<file path="config.mk">
export PLATFORM = sky130hd
export DESIGN_NAME = trapezoidal_velocity_step
export DESIGN_NICKNAME = d
export VERILOG_FILES = /design/src/sv/tvs_pkg.sv /design/src/sv/trapezoidal_velocity_step.sv /design/src/sv/tvs_front.sv /design/src/sv/tvs_decide.sv /design/src/sv/tvs_shape.sv
export SDC_FILE = /design/constraint.sdc
export NUM_CORES = 2
export LEC_CHECK = 0
export BUFFER_PORTS_ARGS = -buffer_cell sky130_fd_sc_hd__buf_2
export CORE_MARGIN = 1
export CORE_UTILIZATION = 55
export CTS_CLUSTER_DIAMETER = 80
export DETAILED_ROUTE_END_ITERATION = 12
export GPL_TIMING_DRIVEN = 0
export PLACE_DENSITY = 0.82
export SYNTH_ARGS = -nofsm -noshare
export SYNTH_HDL_FRONTEND = slang
export SYNTH_SLANG_ARGS = --single-unit
export TNS_END_PERCENT = 1
</file>
<file path="constraint.sdc">
create_clock -name clk_i -period 8.5 [get_ports clk_i]
set_input_delay 0.85 -clock clk_i [delete_from_list [all_inputs] [get_ports clk_i]]
set_output_delay 0.85 -clock clk_i [all_outputs]
set_load 0.05 [all_outputs]
</file>
<file path="src/sv/tvs_pkg.sv">
`timescale 1ns / 1ps
// ----------------------------------------------------------------------------
// Trapezoidal velocity step package
// Shared types and constants: profile modes, sign flags that travel with an
// item, configuration register indexes and reset values.
// ----------------------------------------------------------------------------
package tvs_pkg;

  // Profile mode reported with every result item.
  typedef enum logic [1:0] {
    MODE_STILL = 2'd0,
    MODE_ACCEL = 2'd1,
    MODE_CONST = 2'd2,
    MODE_DECEL = 2'd3
  } mode_e;

  // Sign information of the input item, carried down the pipeline.
  typedef struct packed {
    logic err_neg;
    logic err_zero;
    logic vel_neg;
  } flags_t;

  // Configuration register indexes.
  localparam int unsigned CFG_IDX_W = 1;
  localparam logic [CFG_IDX_W-1:0] CFG_VEL_LIMIT = 1'b0;
  localparam logic [CFG_IDX_W-1:0] CFG_ACC_LIMIT = 1'b1;

  // Register reset values, unsigned Q7.16.
  localparam int unsigned VEL_LIMIT_RESET = 26214;
  localparam int unsigned ACC_LIMIT_RESET = 22938;

  // Number of register stages from input to output register.
  localparam int unsigned PIPE_STAGES = 5;

endpackage

</file>
<file path="src/sv/trapezoidal_velocity_step.sv">
`timescale 1ns / 1ps
// ----------------------------------------------------------------------------
// Trapezoidal velocity step
// One step of a trapezoidal velocity reference: picks still, accelerate,
// cruise or decelerate and returns the next signed velocity.
// ----------------------------------------------------------------------------
// The block is a five-stage pipeline that takes one item per clock while
// in_ready_o is high and returns the result items in order. Stage one takes
// magnitudes, stage two holds the three multipliers (step, squared speed,
// stopping product), stage three chooses the mode, stage four limits or snaps
// the speed and stage five rounds, signs and holds the result. Each stage has
// its own valid bit and loads when it is empty or its successor moves on, so
// input items keep being accepted into empty stages while a finished result
// waits for out_ready_i. The configuration port never stalls; limits are to be
// written through it only while no item is in flight, and nothing enforces it.
// ----------------------------------------------------------------------------
module trapezoidal_velocity_step #(
  parameter int unsigned VALUE_WIDTH   = 24,
  parameter int unsigned FRACTION_BITS = 16
) (
  input  logic                             clk_i,
  input  logic                             rst_ni,
  // Configuration write channel
  input  logic                             cfg_valid_i,
  output logic                             cfg_ready_o,
  input  logic [tvs_pkg::CFG_IDX_W-1:0]    cfg_index_i,
  input  logic [VALUE_WIDTH-2:0]           cfg_data_i,
  // Input item channel
  input  logic                             in_valid_i,
  output logic                             in_ready_o,
  input  logic signed [VALUE_WIDTH-1:0]    position_error_i,
  input  logic signed [VALUE_WIDTH-1:0]    current_velocity_i,
  input  logic [VALUE_WIDTH-5:0]           time_step_i,
  // Result item channel
  output logic                             out_valid_o,
  input  logic                             out_ready_i,
  output logic signed [VALUE_WIDTH-1:0]    new_velocity_o,
  output logic [1:0]                       profile_mode_o
);

  localparam int unsigned CW     = VALUE_WIDTH - 1;
  localparam int unsigned MW     = VALUE_WIDTH;
  localparam int unsigned STEP_W = 2 * VALUE_WIDTH - 4;
  localparam int unsigned SQ_W   = 2 * VALUE_WIDTH;
  localparam int unsigned WIDE_W = MW + FRACTION_BITS;
  localparam int unsigned SUM_W  = ((WIDE_W > STEP_W) ? WIDE_W : STEP_W) + 1;
  localparam int unsigned NS     = tvs_pkg::PIPE_STAGES;

  logic [CW-1:0]       vel_limit_q;
  logic [CW-1:0]       acc_limit_q;

  logic [NS-1:0]       valid_d, valid_q;
  logic [NS:0]         adv;
  logic [NS-1:0]       prev_valid;
  logic [NS-1:0]       load;

  logic [STEP_W-1:0]   f_step;
  logic [SQ_W-1:0]     f_sq;
  logic [SQ_W-1:0]     f_stop;
  logic [MW-1:0]       f_mag;
  logic [MW-1:0]       f_dx;
  tvs_pkg::flags_t     f_flags;

  tvs_pkg::mode_e      d_mode;
  logic [SUM_W-1:0]    d_sum;
  logic [WIDE_W-1:0]   d_diff;
  logic [STEP_W-1:0]   d_step;
  logic [MW-1:0]       d_mag;
  tvs_pkg::flags_t     d_flags;

  tvs_pkg::mode_e      s_mode;
  logic [MW-1:0]       out_mag;

  // Configuration registers.
  assign cfg_ready_o = 1'b1;

  always_ff @(posedge clk_i or negedge rst_ni) begin
    if (!rst_ni) begin
      vel_limit_q <= CW'(tvs_pkg::VEL_LIMIT_RESET);
      acc_limit_q <= CW'(tvs_pkg::ACC_LIMIT_RESET);
    end else if (cfg_valid_i) begin
      unique case (cfg_index_i)
        tvs_pkg::CFG_VEL_LIMIT: vel_limit_q <= cfg_data_i;
        tvs_pkg::CFG_ACC_LIMIT: acc_limit_q <= cfg_data_i;
        default: ;
      endcase
    end
  end

  // Pipeline flow: a stage advances when it is empty or the next one does.
  always_comb begin
    adv[NS]    = out_ready_i;
    prev_valid = {valid_q[NS-2:0], in_valid_i};
    for (int k = NS - 1; k >= 0; k--) begin
      adv[k] = !valid_q[k] || adv[k+1];
    end
    for (int k = 0; k < NS; k++) begin
      valid_d[k] = adv[k] ? prev_valid[k] : valid_q[k];
      load[k]    = adv[k] && prev_valid[k];
    end
  end

  always_ff @(posedge clk_i or negedge rst_ni) begin
    if (!rst_ni) begin
      valid_q <= '0;
    end else begin
      valid_q <= valid_d;
    end
  end

  assign in_ready_o  = adv[0];
  assign out_valid_o = valid_q[NS-1];

  // Datapath stages.
  tvs_front #(
    .VALUE_WIDTH   (VALUE_WIDTH),
    .FRACTION_BITS (FRACTION_BITS)
  ) u_front (
    .clk_i              (clk_i),
    .load1_i            (load[0]),
    .load2_i            (load[1]),
    .accel_limit_i      (acc_limit_q),
    .position_error_i   (position_error_i),
    .current_velocity_i (current_velocity_i),
    .time_step_i        (time_step_i),
    .step_o             (f_step),
    .sq_o               (f_sq),
    .stop_o             (f_stop),
    .mag_o              (f_mag),
    .dx_o               (f_dx),
    .flags_o            (f_flags)
  );

  tvs_decide #(
    .VALUE_WIDTH   (VALUE_WIDTH),
    .FRACTION_BITS (FRACTION_BITS)
  ) u_decide (
    .clk_i            (clk_i),
    .load3_i          (load[2]),
    .velocity_limit_i (vel_limit_q),
    .step_i           (f_step),
    .sq_i             (f_sq),
    .stop_i           (f_stop),
    .mag_i            (f_mag),
    .dx_i             (f_dx),
    .flags_i          (f_flags),
    .mode_o           (d_mode),
    .sum_o            (d_sum),
    .diff_o           (d_diff),
    .step_o           (d_step),
    .mag_o            (d_mag),
    .flags_o          (d_flags)
  );

  tvs_shape #(
    .VALUE_WIDTH   (VALUE_WIDTH),
    .FRACTION_BITS (FRACTION_BITS)
  ) u_shape (
    .clk_i            (clk_i),
    .load4_i          (load[3]),
    .load5_i          (load[4]),
    .velocity_limit_i (vel_limit_q),
    .mode_i           (d_mode),
    .sum_i            (d_sum),
    .diff_i           (d_diff),
    .step_i           (d_step),
    .mag_i            (d_mag),
    .flags_i          (d_flags),
    .new_velocity_o   (new_velocity_o),
    .mode_o           (s_mode)
  );

  assign profile_mode_o = s_mode;

  // Magnitude of the outgoing velocity, for checking.
  assign out_mag = new_velocity_o[VALUE_WIDTH-1] ? (~$unsigned(new_velocity_o) + 1'b1)
                                                 : $unsigned(new_velocity_o);

  // A still item always leaves with zero velocity.
  assert property (@(posedge clk_i) disable iff (!rst_ni)
    out_valid_o && (profile_mode_o == tvs_pkg::MODE_STILL) |-> new_velocity_o == '0)
    else $error("still item with nonzero velocity");

  // Acceleration never pushes the speed past the velocity limit.
  assert property (@(posedge clk_i) disable iff (!rst_ni)
    out_valid_o && (profile_mode_o == tvs_pkg::MODE_ACCEL) |->
      out_mag <= {1'b0, vel_limit_q})
    else $error("accelerated speed above velocity limit");

  // Input back-pressure only when every stage is full and the output stalls.
  assert property (@(posedge clk_i) disable iff (!rst_ni)
    !in_ready_o |-> (&valid_q) && !out_ready_i)
    else $error("input stalled with room in the pipeline");

  // An item accepted into an idle pipeline occupies stage one in the next cycle.
  assert property (@(posedge clk_i) disable iff (!rst_ni)
    in_valid_i && in_ready_o && (valid_q == '0) |=> valid_q[0])
    else $error("accepted item lost at stage one");

endmodule

</file>
<file path="src/sv/tvs_front.sv">
`timescale 1ns / 1ps
// ----------------------------------------------------------------------------
// Front stages
// Stage 1 takes magnitudes and signs of the inputs. Stage 2 forms the
// velocity step, the squared speed and the doubled stopping product.
// ----------------------------------------------------------------------------
module tvs_front #(
  parameter int unsigned VALUE_WIDTH   = 24,
  parameter int unsigned FRACTION_BITS = 16
) (
  input  logic                                 clk_i,
  input  logic                                 load1_i,
  input  logic                                 load2_i,
  input  logic        [VALUE_WIDTH-2:0]        accel_limit_i,
  input  logic signed [VALUE_WIDTH-1:0]        position_error_i,
  input  logic signed [VALUE_WIDTH-1:0]        current_velocity_i,
  input  logic        [VALUE_WIDTH-5:0]        time_step_i,
  output logic        [2*VALUE_WIDTH-5:0]      step_o,
  output logic        [2*VALUE_WIDTH-1:0]      sq_o,
  output logic        [2*VALUE_WIDTH-1:0]      stop_o,
  output logic        [VALUE_WIDTH-1:0]        mag_o,
  output logic        [VALUE_WIDTH-1:0]        dx_o,
  output tvs_pkg::flags_t                      flags_o
);

  localparam int unsigned CW     = VALUE_WIDTH - 1;
  localparam int unsigned DW     = VALUE_WIDTH - 4;
  localparam int unsigned MW     = VALUE_WIDTH;
  localparam int unsigned STEP_W = 2 * VALUE_WIDTH - 4;
  localparam int unsigned SQ_W   = 2 * MW;
  localparam int unsigned PROD_W = CW + MW;

  tvs_pkg::flags_t     flags1_d, flags1_q;
  logic [MW-1:0]       dx1_d, dx1_q;
  logic [MW-1:0]       mag1_d, mag1_q;
  logic [DW-1:0]       dt1_q;

  logic [STEP_W-1:0]   step2_d, step2_q;
  logic [SQ_W-1:0]     sq2_d, sq2_q;
  logic [SQ_W-1:0]     stop2_d, stop2_q;
  logic [MW-1:0]       dx2_q;
  logic [MW-1:0]       mag2_q;
  tvs_pkg::flags_t     flags2_q;

  // Stage 1: signs and magnitudes. The most negative value maps to 2^(N-1).
  always_comb begin
    flags1_d.err_neg  = position_error_i[VALUE_WIDTH-1];
    flags1_d.err_zero = (position_error_i == '0);
    flags1_d.vel_neg  = current_velocity_i[VALUE_WIDTH-1];
    dx1_d  = flags1_d.err_neg ? (~$unsigned(position_error_i) + 1'b1)
                              : $unsigned(position_error_i);
    mag1_d = flags1_d.vel_neg ? (~$unsigned(current_velocity_i) + 1'b1)
                              : $unsigned(current_velocity_i);
  end

  always_ff @(posedge clk_i) begin
    if (load1_i) begin
      flags1_q <= flags1_d;
      dx1_q    <= dx1_d;
      mag1_q   <= mag1_d;
      dt1_q    <= time_step_i;
    end
  end

  // Stage 2: step = accel*dt (Q.32), v^2 and 2*accel*|error| (both Q.32).
  always_comb begin
    step2_d = STEP_W'(accel_limit_i) * STEP_W'(dt1_q);
    sq2_d   = SQ_W'(mag1_q) * SQ_W'(mag1_q);
    stop2_d = {PROD_W'(accel_limit_i) * PROD_W'(dx1_q), 1'b0};
  end

  always_ff @(posedge clk_i) begin
    if (load2_i) begin
      step2_q  <= step2_d;
      sq2_q    <= sq2_d;
      stop2_q  <= stop2_d;
      dx2_q    <= dx1_q;
      mag2_q   <= mag1_q;
      flags2_q <= flags1_q;
    end
  end

  assign step_o  = step2_q;
  assign sq_o    = sq2_q;
  assign stop_o  = stop2_q;
  assign mag_o   = mag2_q;
  assign dx_o    = dx2_q;
  assign flags_o = flags2_q;

endmodule

</file>
<file path="src/sv/tvs_decide.sv">
`timescale 1ns / 1ps
// ----------------------------------------------------------------------------
// Mode decision stage
// Stage 3 picks the profile mode and forms the raised and lowered speeds
// in Q.32 side by side.
// ----------------------------------------------------------------------------
module tvs_decide #(
  parameter int unsigned VALUE_WIDTH   = 24,
  parameter int unsigned FRACTION_BITS = 16
) (
  input  logic                                   clk_i,
  input  logic                                   load3_i,
  input  logic        [VALUE_WIDTH-2:0]          velocity_limit_i,
  input  logic        [2*VALUE_WIDTH-5:0]        step_i,
  input  logic        [2*VALUE_WIDTH-1:0]        sq_i,
  input  logic        [2*VALUE_WIDTH-1:0]        stop_i,
  input  logic        [VALUE_WIDTH-1:0]          mag_i,
  input  logic        [VALUE_WIDTH-1:0]          dx_i,
  input  tvs_pkg::flags_t                        flags_i,
  output tvs_pkg::mode_e                         mode_o,
  output logic [((VALUE_WIDTH+FRACTION_BITS > 2*VALUE_WIDTH-4) ?
                 VALUE_WIDTH+FRACTION_BITS : 2*VALUE_WIDTH-4):0] sum_o,
  output logic        [VALUE_WIDTH+FRACTION_BITS-1:0] diff_o,
  output logic        [2*VALUE_WIDTH-5:0]        step_o,
  output logic        [VALUE_WIDTH-1:0]          mag_o,
  output tvs_pkg::flags_t                        flags_o
);

  localparam int unsigned MW     = VALUE_WIDTH;
  localparam int unsigned STEP_W = 2 * VALUE_WIDTH - 4;
  localparam int unsigned WIDE_W = MW + FRACTION_BITS;
  localparam int unsigned SUM_W  = ((WIDE_W > STEP_W) ? WIDE_W : STEP_W) + 1;
  localparam int unsigned DXS_W  = MW + FRACTION_BITS + 1;
  localparam int unsigned CMP_W  = (DXS_W > STEP_W) ? DXS_W : STEP_W;

  logic [WIDE_W-1:0]   wide;
  logic [CMP_W-1:0]    dx_scaled;
  logic [SUM_W-1:0]    diff_full;
  logic                is_still;
  logic                stop_reached;
  logic                behind;
  logic                at_limit;
  logic                below_step;

  tvs_pkg::mode_e      mode_d, mode_q;
  logic [SUM_W-1:0]    sum_d, sum_q;
  logic [WIDE_W-1:0]   diff_d, diff_q;
  logic [STEP_W-1:0]   step_q;
  logic [MW-1:0]       mag_q;
  tvs_pkg::flags_t     flags_q;

  // Compares that choose the mode.
  always_comb begin
    wide         = {mag_i, {FRACTION_BITS{1'b0}}};
    dx_scaled    = CMP_W'({dx_i, {(FRACTION_BITS + 1){1'b0}}});
    is_still     = (mag_i == '0) && (dx_scaled <= CMP_W'(step_i));
    stop_reached = (sq_i >= stop_i);
    behind       = (mag_i != '0) && (flags_i.vel_neg != flags_i.err_neg) &&
                   !flags_i.err_zero;
    at_limit     = (mag_i >= {1'b0, velocity_limit_i});
  end

  // Mode priority: still, then decelerate, then cruise, else accelerate.
  always_comb begin
    priority if (is_still) begin
      mode_d = tvs_pkg::MODE_STILL;
    end else if (stop_reached || behind) begin
      mode_d = tvs_pkg::MODE_DECEL;
    end else if (at_limit) begin
      mode_d = tvs_pkg::MODE_CONST;
    end else begin
      mode_d = tvs_pkg::MODE_ACCEL;
    end
  end

  // Raised speed and lowered speed clamped at zero.
  always_comb begin
    sum_d      = SUM_W'(wide) + SUM_W'(step_i);
    below_step = (SUM_W'(wide) <= SUM_W'(step_i));
    diff_full  = SUM_W'(wide) - SUM_W'(step_i);
    diff_d     = below_step ? '0 : diff_full[WIDE_W-1:0];
  end

  always_ff @(posedge clk_i) begin
    if (load3_i) begin
      mode_q  <= mode_d;
      sum_q   <= sum_d;
      diff_q  <= diff_d;
      step_q  <= step_i;
      mag_q   <= mag_i;
      flags_q <= flags_i;
    end
  end

  assign mode_o  = mode_q;
  assign sum_o   = sum_q;
  assign diff_o  = diff_q;
  assign step_o  = step_q;
  assign mag_o   = mag_q;
  assign flags_o = flags_q;

endmodule

</file>
<file path="src/sv/tvs_shape.sv">
`timescale 1ns / 1ps
// ----------------------------------------------------------------------------
// Result shaping stages
// Stage 4 limits or snaps the new speed for its mode. Stage 5 rounds it to
// Q.16, applies the sign of the error and holds the result item.
// ----------------------------------------------------------------------------
module tvs_shape #(
  parameter int unsigned VALUE_WIDTH   = 24,
  parameter int unsigned FRACTION_BITS = 16
) (
  input  logic                                   clk_i,
  input  logic                                   load4_i,
  input  logic                                   load5_i,
  input  logic        [VALUE_WIDTH-2:0]          velocity_limit_i,
  input  tvs_pkg::mode_e                         mode_i,
  input  logic [((VALUE_WIDTH+FRACTION_BITS > 2*VALUE_WIDTH-4) ?
                 VALUE_WIDTH+FRACTION_BITS : 2*VALUE_WIDTH-4):0] sum_i,
  input  logic        [VALUE_WIDTH+FRACTION_BITS-1:0] diff_i,
  input  logic        [2*VALUE_WIDTH-5:0]        step_i,
  input  logic        [VALUE_WIDTH-1:0]          mag_i,
  input  tvs_pkg::flags_t                        flags_i,
  output logic signed [VALUE_WIDTH-1:0]          new_velocity_o,
  output tvs_pkg::mode_e                         mode_o
);

  localparam int unsigned MW     = VALUE_WIDTH;
  localparam int unsigned CW     = VALUE_WIDTH - 1;
  localparam int unsigned STEP_W = 2 * VALUE_WIDTH - 4;
  localparam int unsigned WIDE_W = MW + FRACTION_BITS;
  localparam int unsigned SUM_W  = ((WIDE_W > STEP_W) ? WIDE_W : STEP_W) + 1;
  localparam int unsigned LIM_W  = CW + FRACTION_BITS;
  localparam int unsigned SNAP_W = ((WIDE_W + 1) > STEP_W) ? (WIDE_W + 1) : STEP_W;
  localparam int unsigned RND_W  = WIDE_W + 1;

  logic [LIM_W-1:0]    lim;
  logic                over_limit;
  logic                snap_zero;
  logic [RND_W-1:0]    rnd_full;
  logic [MW-1:0]       mag_r;
  logic [MW-1:0]       max_pos;
  logic [MW-1:0]       min_neg;

  logic [WIDE_W-1:0]   wide4_d, wide4_q;
  tvs_pkg::mode_e      mode4_q;
  tvs_pkg::flags_t     flags4_q;

  logic [MW-1:0]       vel5_d, vel5_q;
  tvs_pkg::mode_e      mode5_q;

  // Stage 4: limit the raised speed, snap small lowered speeds to zero.
  always_comb begin
    lim        = {velocity_limit_i, {FRACTION_BITS{1'b0}}};
    over_limit = (sum_i > SUM_W'(lim));
    snap_zero  = (SNAP_W'({diff_i, 1'b0}) < SNAP_W'(step_i));
    unique case (mode_i)
      tvs_pkg::MODE_ACCEL: wide4_d = over_limit ? WIDE_W'(lim) : sum_i[WIDE_W-1:0];
      tvs_pkg::MODE_DECEL: wide4_d = snap_zero ? '0 : diff_i;
      tvs_pkg::MODE_CONST: wide4_d = {mag_i, {FRACTION_BITS{1'b0}}};
      tvs_pkg::MODE_STILL: wide4_d = '0;
      default:             wide4_d = '0;
    endcase
  end

  always_ff @(posedge clk_i) begin
    if (load4_i) begin
      wide4_q  <= wide4_d;
      mode4_q  <= mode_i;
      flags4_q <= flags_i;
    end
  end

  // Stage 5: round half up to Q.16, then sign and saturate.
  always_comb begin
    rnd_full = RND_W'(wide4_q) + (RND_W'(1) << (FRACTION_BITS - 1));
    mag_r    = rnd_full[FRACTION_BITS +: MW];
    max_pos  = {1'b0, {(MW - 1){1'b1}}};
    min_neg  = {1'b1, {(MW - 1){1'b0}}};
    priority if (flags4_q.err_zero) begin
      vel5_d = '0;
    end else if (!flags4_q.err_neg) begin
      vel5_d = (mag_r > max_pos) ? max_pos : mag_r;
    end else if (mag_r > min_neg) begin
      vel5_d = min_neg;
    end else begin
      vel5_d = ~mag_r + 1'b1;
    end
  end

  always_ff @(posedge clk_i) begin
    if (load5_i) begin
      vel5_q  <= vel5_d;
      mode5_q <= mode4_q;
    end
  end

  assign new_velocity_o = $signed(vel5_q);
  assign mode_o         = mode5_q;

endmodule

</file>
Word-level counts from Yosys, hierarchy flattened
Cells that the tools add are included.
Storage, ports and cells
  word-level logic and storage cells: 97
  bits in registers: 537
  output and inout bits: 29
Operators by class
  bitwise operators: 4
  order comparisons: 8
  $mul: 3
  equality and inequality tests: 4
  $add $sub $neg: 6
  reduce and logical (&&, ||, !) cells: 26
  muxes and demuxes: 10
Operator list (number)
  $pmux W40 S4: 1
  $mux W40: 2
  $add A24 B1 Y24 const B: 3
  $mux W24: 3
  $not A24 Y24: 3
  $ge A48 B48 Y1: 1
  $logic_not A24 Y1: 2
  $mul A24 B24 Y48: 1
  $mul A23 B24 Y47: 1
  $mux W23: 2
  $gt A45 B39 Y1: 1
  $add A40 B43 Y44: 1
  $le A40 B43 Y1: 1
  $le A41 B43 Y1: 1
  $lt A41 B43 Y1: 1
  $mul A23 B20 Y43: 1
  $add A40 B16 Y40 const B: 1
  $sub A40 B40 Y40: 1
  $ge A24 B23 Y1: 1
  $gt A24 B23 Y1 const B: 1
  $gt A24 B24 Y1 const B: 1
  $reduce_bool A24 Y1: 1
  $logic_and A1 B1 Y1: 8
  $logic_not A1 Y1: 6
  8 further kinds: 16

Longest topological paths before layout
  word-level depth: 7
  gate-level depth with buffers: 27
  gate-level depth less buffers: 26

By module
From an unflattened synthesis, not the netlist that was laid out.
Second synthesis, totals
  cells, all modules: 7833
  area total of the unflattened synthesis: 76420.8 sq um
By module, submodules not included
  tvs_front: instances 1, area an instance 58743.8 sq um, cells each 6115, sequential area each 7747.4 sq um
  tvs_decide: instances 1, area an instance 9883.2 sq um, cells each 951, sequential area each 4264.1 sq um
  tvs_shape: instances 1, area an instance 5713.0 sq um, cells each 645, sequential area each 1651.6 sq um
  trapezoidal_velocity_step: instances 1, area an instance 2080.7 sq um, cells each 122, sequential area each 1296.2 sq um

Worst setup path before layout
OpenSTA, ideal clock, no wires.
  path kind: reg2reg
  from: register u_front.mag1_q[17]
  to: register u_front.sq2_q[46] (netlist: u_front.sq_o[46]) (data pin)
  setup slack: 1355 ps
  cell stages (with the launch flop): 27
  period minus slack after synthesis: 7145 ps
  arrival time: 6971 ps
  data required time: 8326 ps
  path buffers: 3
  path through: edfxtp_1 > clkbuf_1 > clkbuf_1 > nand2_1 > fa_1 > inv_1 > fa_1 > inv_1 > fa_1 > fa_1 > inv_1 > fa_1 > fa_1 > inv_1 > fa_1 > inv_1 > ha_1 > clkbuf_1 > a211oi_1 > o21ai_1 > o211ai_1 > a21oi_1 > a311oi_1 > o211ai_1 > a41oi_1 > nor2b_1 > a311oi_1
Between the ends
  word-level cells in the longest chain between the ends: 1
RTL lines
  from (decl): RTL line tvs_front.sv:35  | logic [MW-1:0] mag1_d, mag1_q;
  from (signal assigned): RTL line tvs_front.sv:60  | mag1_q <= mag1_d;
  $mul A24 B24 Y48: RTL line tvs_front.sv:68  | sq2_d = SQ_W'(mag1_q) * SQ_W'(mag1_q);
  net u_front.sq2_d[46]: RTL line tvs_front.sv:39  | logic [SQ_W-1:0] sq2_d, sq2_q;
  to (signal assigned): RTL line tvs_front.sv:75  | sq2_q <= sq2_d;
  to (decl): RTL line tvs_front.sv:39
The timed path passes the listed nets, and every way through them passes these cells.
A chain may end at the register's enable or synchronous reset.

Final worst setup path
  from: register acc_limit_q[9]
  to: register u_front.stop2_q[45] (netlist: u_front.stop_o[45]) (data pin)
Between the ends
  word-level cells in the longest chain between the ends: 1
RTL lines
  from (decl): RTL line trapezoidal_velocity_step.sv:50  | logic [CW-1:0] acc_limit_q;
  from (signal assigned): RTL line trapezoidal_velocity_step.sv:80  | acc_limit_q <= CW'(tvs_pkg::ACC_LIMIT_RESET);
  from (signal assigned): RTL line trapezoidal_velocity_step.sv:84  | tvs_pkg::CFG_ACC_LIMIT: acc_limit_q <= cfg_data_i;
  $mul A23 B24 Y47: RTL line tvs_front.sv:69  | stop2_d = {PROD_W'(accel_limit_i) * PROD_W'(dx1_q), 1'b0};
  net u_front.stop2_d[45]: RTL line tvs_front.sv:40  | logic [SQ_W-1:0] stop2_d, stop2_q;
  to (signal assigned): RTL line tvs_front.sv:76  | stop2_q <= stop2_d;
  to (decl): RTL line tvs_front.sv:40
The timed path passes the listed nets, and every way through them passes these cells.

==> metrics.txt <==
clk sinks=503; root buf cell=clkbuf_16; first-pass GRT wire length=353000 µm; critical path class=flop to flop; fmax=0.116 GHz; Yosys reg bits=503; syn nets=9780; Worst Hold Class=primary input to async pin; post-cts hold buffer count=0; antenna violations before repair=25; Die Area=138000 µm²; most frequent CP cell=fa_1; outcome=complete, but fails checks; Cells after Synth=7713; DP Wirelength=191000 µm; skew final=68.2 ps; Post-route DRC=0; DR WL/cell=23.8 µm; EDFF count, synth=452; pin count of the biggest net entering global routing=77; Starting Density=0.554; min Tclk post-route=8600 ps; Critical Path Max Stage Delay=800 ps; post-synth cell types=89; post-synthesis async set-or-reset flop share=0.101; crit share post-route=1.01; Ys Warns=0; Final Core Density=0.592; RD Place Congestion=1.03; core area=135000 µm²; 1st-pass router iterations=6; Fin. Hold Viols=0; max_slew headroom=0.0524; CTS tree=yes; number of buffers added on ports=124; Die Ht=371 µm; Vias/cell=5.82; share of cells above drive strength 1=0.0490; Max Slew Vio Count=0; Worst Tran Pin Value=1390 ps; vias in the first global route=60300; DRT iter0 DRCs=5581; area of the multi-input gates=52500 µm²; Cell Area, Synth=75100 µm²; Setup Viol. Count Final=1; CP endpoint kind=flop; routed wire length=232000 µm; H-Tree Depth=2; ys flop type=edfxtp_1; Mapped Avg Cell Area=9.73 µm²; failing checks=setup timing; worst-path fanout max=10; CP Launch Type=flop; clock latency on the worst-skew pair=730 ps; all-layer global routing usage=0.345; DRT antenna net count=0; Clock Path Buffers=3; # IOs=126; Seq/Total Area, Yosys=0.198; synth-to-layout area growth=6.87%; Worst path slowest cell=buf_1; fillers=11300; register area=14900 µm²; Worst Path Arrival=8960 ps; Num CTS Buffers=58; Vias=56600; Die X-Extent=371 µm; Worst EP required=8860 ps; Worst Setup Slack, final=-99.1 ps; count of buffer and inverter cells on the critical path=5; clock slew at reported path FFs=60 ps; critical path cell sequence=buf_1 -> and2_1 -> fa_1 -> fa_1 -> ha_1 -> inv_1 -> fa_1 -> inv_1 -> fa_1 -> fa_1 -> inv_1 -> fa_1 -> inv_1 -> ha_1 -> a21oi_1 -> o211ai_1 -> a41o_1 -> a22oi_1 -> nand2_1 -> a31oi_1 -> o211ai_1 -> a21oi_1 -> xnor2_1; GR Overflow Total=0; nets=9952; RSZ-0062 raised after global routing=true; Core Rows=135; Max Cap Viol=0; delay-heaviest family, CP=adder cells
-- sequential cells by signal, indices dropped and copies added (netlist names), 25 cells and up --
signal,cells
u_front.stop_o,47
u_decide.step_o,43
u_shape.wide4_q,25
u_front.step_o,43
u_decide.sum_o,28
u_front.sq_o,46
u_decide.diff_o,40
-- layout by cell type (no fill, tap or decap), types with 31 or more instances in the layout --
cell       synthesis  routed
nor3_1            40      40
and2_1           590     587
xor2_1            69      69
nand3_1           62      62
buf_2              7     131
o211ai_1          31      31
dfrtp_1           35      31
nand2_1          857     857
a211oi_1          36      36
a21oi_1          236     235
nor2_1           219     219
o21bai_1          40      40
nor2b_1           47      46
clkbuf_16          0      58
ha_1             714     714
a21o_1           113     113
inv_1           1729    1729
fa_1            1256    1256
nand4_1           60      60
clkbuf_1         305     226
o21ai_0          111     111
xnor2_1          207     206
edfxtp_1         452     452
a31oi_1           36      35
clkbuf_2           0      68
-- worst reg2reg max path, stage by stage, from the launching register on --
cell and delay (ps):
dfrtp_1 790, buf_1 810, and2_1 280, fa_1 450, fa_1 580, ha_1 180
inv_1 60, fa_1 480, inv_1 60, fa_1 510, fa_1 490, inv_1 40
fa_1 470, inv_1 40, ha_1 360, a21oi_1 380, o211ai_1 220, a41o_1 310
a22oi_1 220, nand2_1 220, a31oi_1 400, o211ai_1 310, a21oi_1 260, xnor2_1 390
-- area by class of cell --
cell class / count / share of cell area
multi-input combinational: 5145 / 0.654
buffer: 316 / 0.0163
tap: 1781 / 0.0278
clock inverter: 37 / 0.00641
clock buffer: 70 / 0.0189
sequential: 503 / 0.185
antenna: 16 / 0.000499
inverter: 1731 / 0.0810
timing repair buffer: 130 / 0.00942
-- per-layer routing --
layer / track usage / part of all wire
met5: 0 / 0.00040
met1: 0.431 / 0.36
met4: 0.195 / 0.068
met3: 0.0832 / 0.11
met2: 0.549 / 0.46
-- timing repair --
item | CTS | global route
endpoints found under the setup margin | 41 | 29
pin swaps | 0 | 3
setup buffers | 1 | 0
resized for setup | 62 | 54
-- synthesized netlist by cell type, types with 8 or more instances --
cell type / number / area, µm²
a2111oi_0: 10 / 87.6
a211o_1: 8 / 70.1
a211oi_1: 36 / 270
a21o_1: 113 / 848
a21oi_1: 236 / 1180
a221o_1: 26 / 260
a221oi_1: 14 / 123
a311oi_1: 10 / 87.6
a31oi_1: 36 / 225
and2_1: 590 / 3690
and3_1: 27 / 169
and4_1: 8 / 70.1
buf_1: 20 / 75.1
clkbuf_1: 305 / 1140
dfrtp_1: 35 / 876
dfstp_2: 16 / 420
edfxtp_1: 452 / 13600
fa_1: 1256 / 25100
ha_1: 714 / 8930
inv_1: 1729 / 6490
mux2_2: 25 / 282
mux2i_1: 26 / 260
nand2_1: 857 / 3220
nand2b_1: 30 / 188
nand3_1: 62 / 310
nand4_1: 60 / 375
nor2_1: 219 / 822
nor2b_1: 47 / 294
nor3_1: 40 / 200
nor4_1: 30 / 188
o211ai_1: 31 / 233
o21a_1: 18 / 135
o21ai_0: 111 / 556
o21ai_1: 22 / 110
o21bai_1: 40 / 300
o31ai_1: 19 / 143
o41ai_1: 11 / 96.3
or3_1: 16 / 100
or4_1: 11 / 82.6
xnor2_1: 207 / 1810
xor2_1: 69 / 604
-- kinds of logic after synthesis --
kind of cell | after synthesis | share of synthesized area
AOI/OAI and AO/OA | 810 | 0.0711
xor gates and xnor gates | 276 | 0.0322
and+or+nand+nor | 2037 | 0.134
buffers and inverters | 2065 | 0.103
other | 1 | 0.0000499
muxes | 51 | 0.00722
adders and majority gates | 1970 | 0.454
DFF | 503 | 0.198
-- per-stage QoR --
stage | TNS [ps] | worst slack, ps | instance area, µm² | hold slack [ps] | cells
CTS | -94.0 | -94.0 | 80100 | 296 | 9716
floorplan | 0 | 1350 | 75100 | 400 | 7713
finish | -99.1 | -99.1 | 80200 | 199 | 9729
global placement | -16040 | -1220 | 77900 | 402 | 9618
detailed placement | -19900 | -1300 | 78100 | 405 | 9623
global route | -984 | -186 | 80200 | 246 | 9715
-- path summary, 6_finish.rpt --
kind | from | to | slack, ps | depth (start not counted)
max | acc_limit_q[9] | u_front.stop_o[45] | -100 | 23
min | rst_ni | vel_limit_q[7] | 200 | 1
max reg2reg | acc_limit_q[9] | u_front.stop_o[45] | -100 | 23
min reg2reg | u_front.flags1_q[0] | u_front.flags_o[0] | 420 | 0
max in group asynchronous | rst_ni | acc_limit_q[6] | 7680 | 1
min in group clk_i | in_valid_i | valid_q[0] | 330 | 2
Power is left out: the tool's default activity adds up to more than one toggle a clock period on the data nets, which glitch-free logic cannot reach.
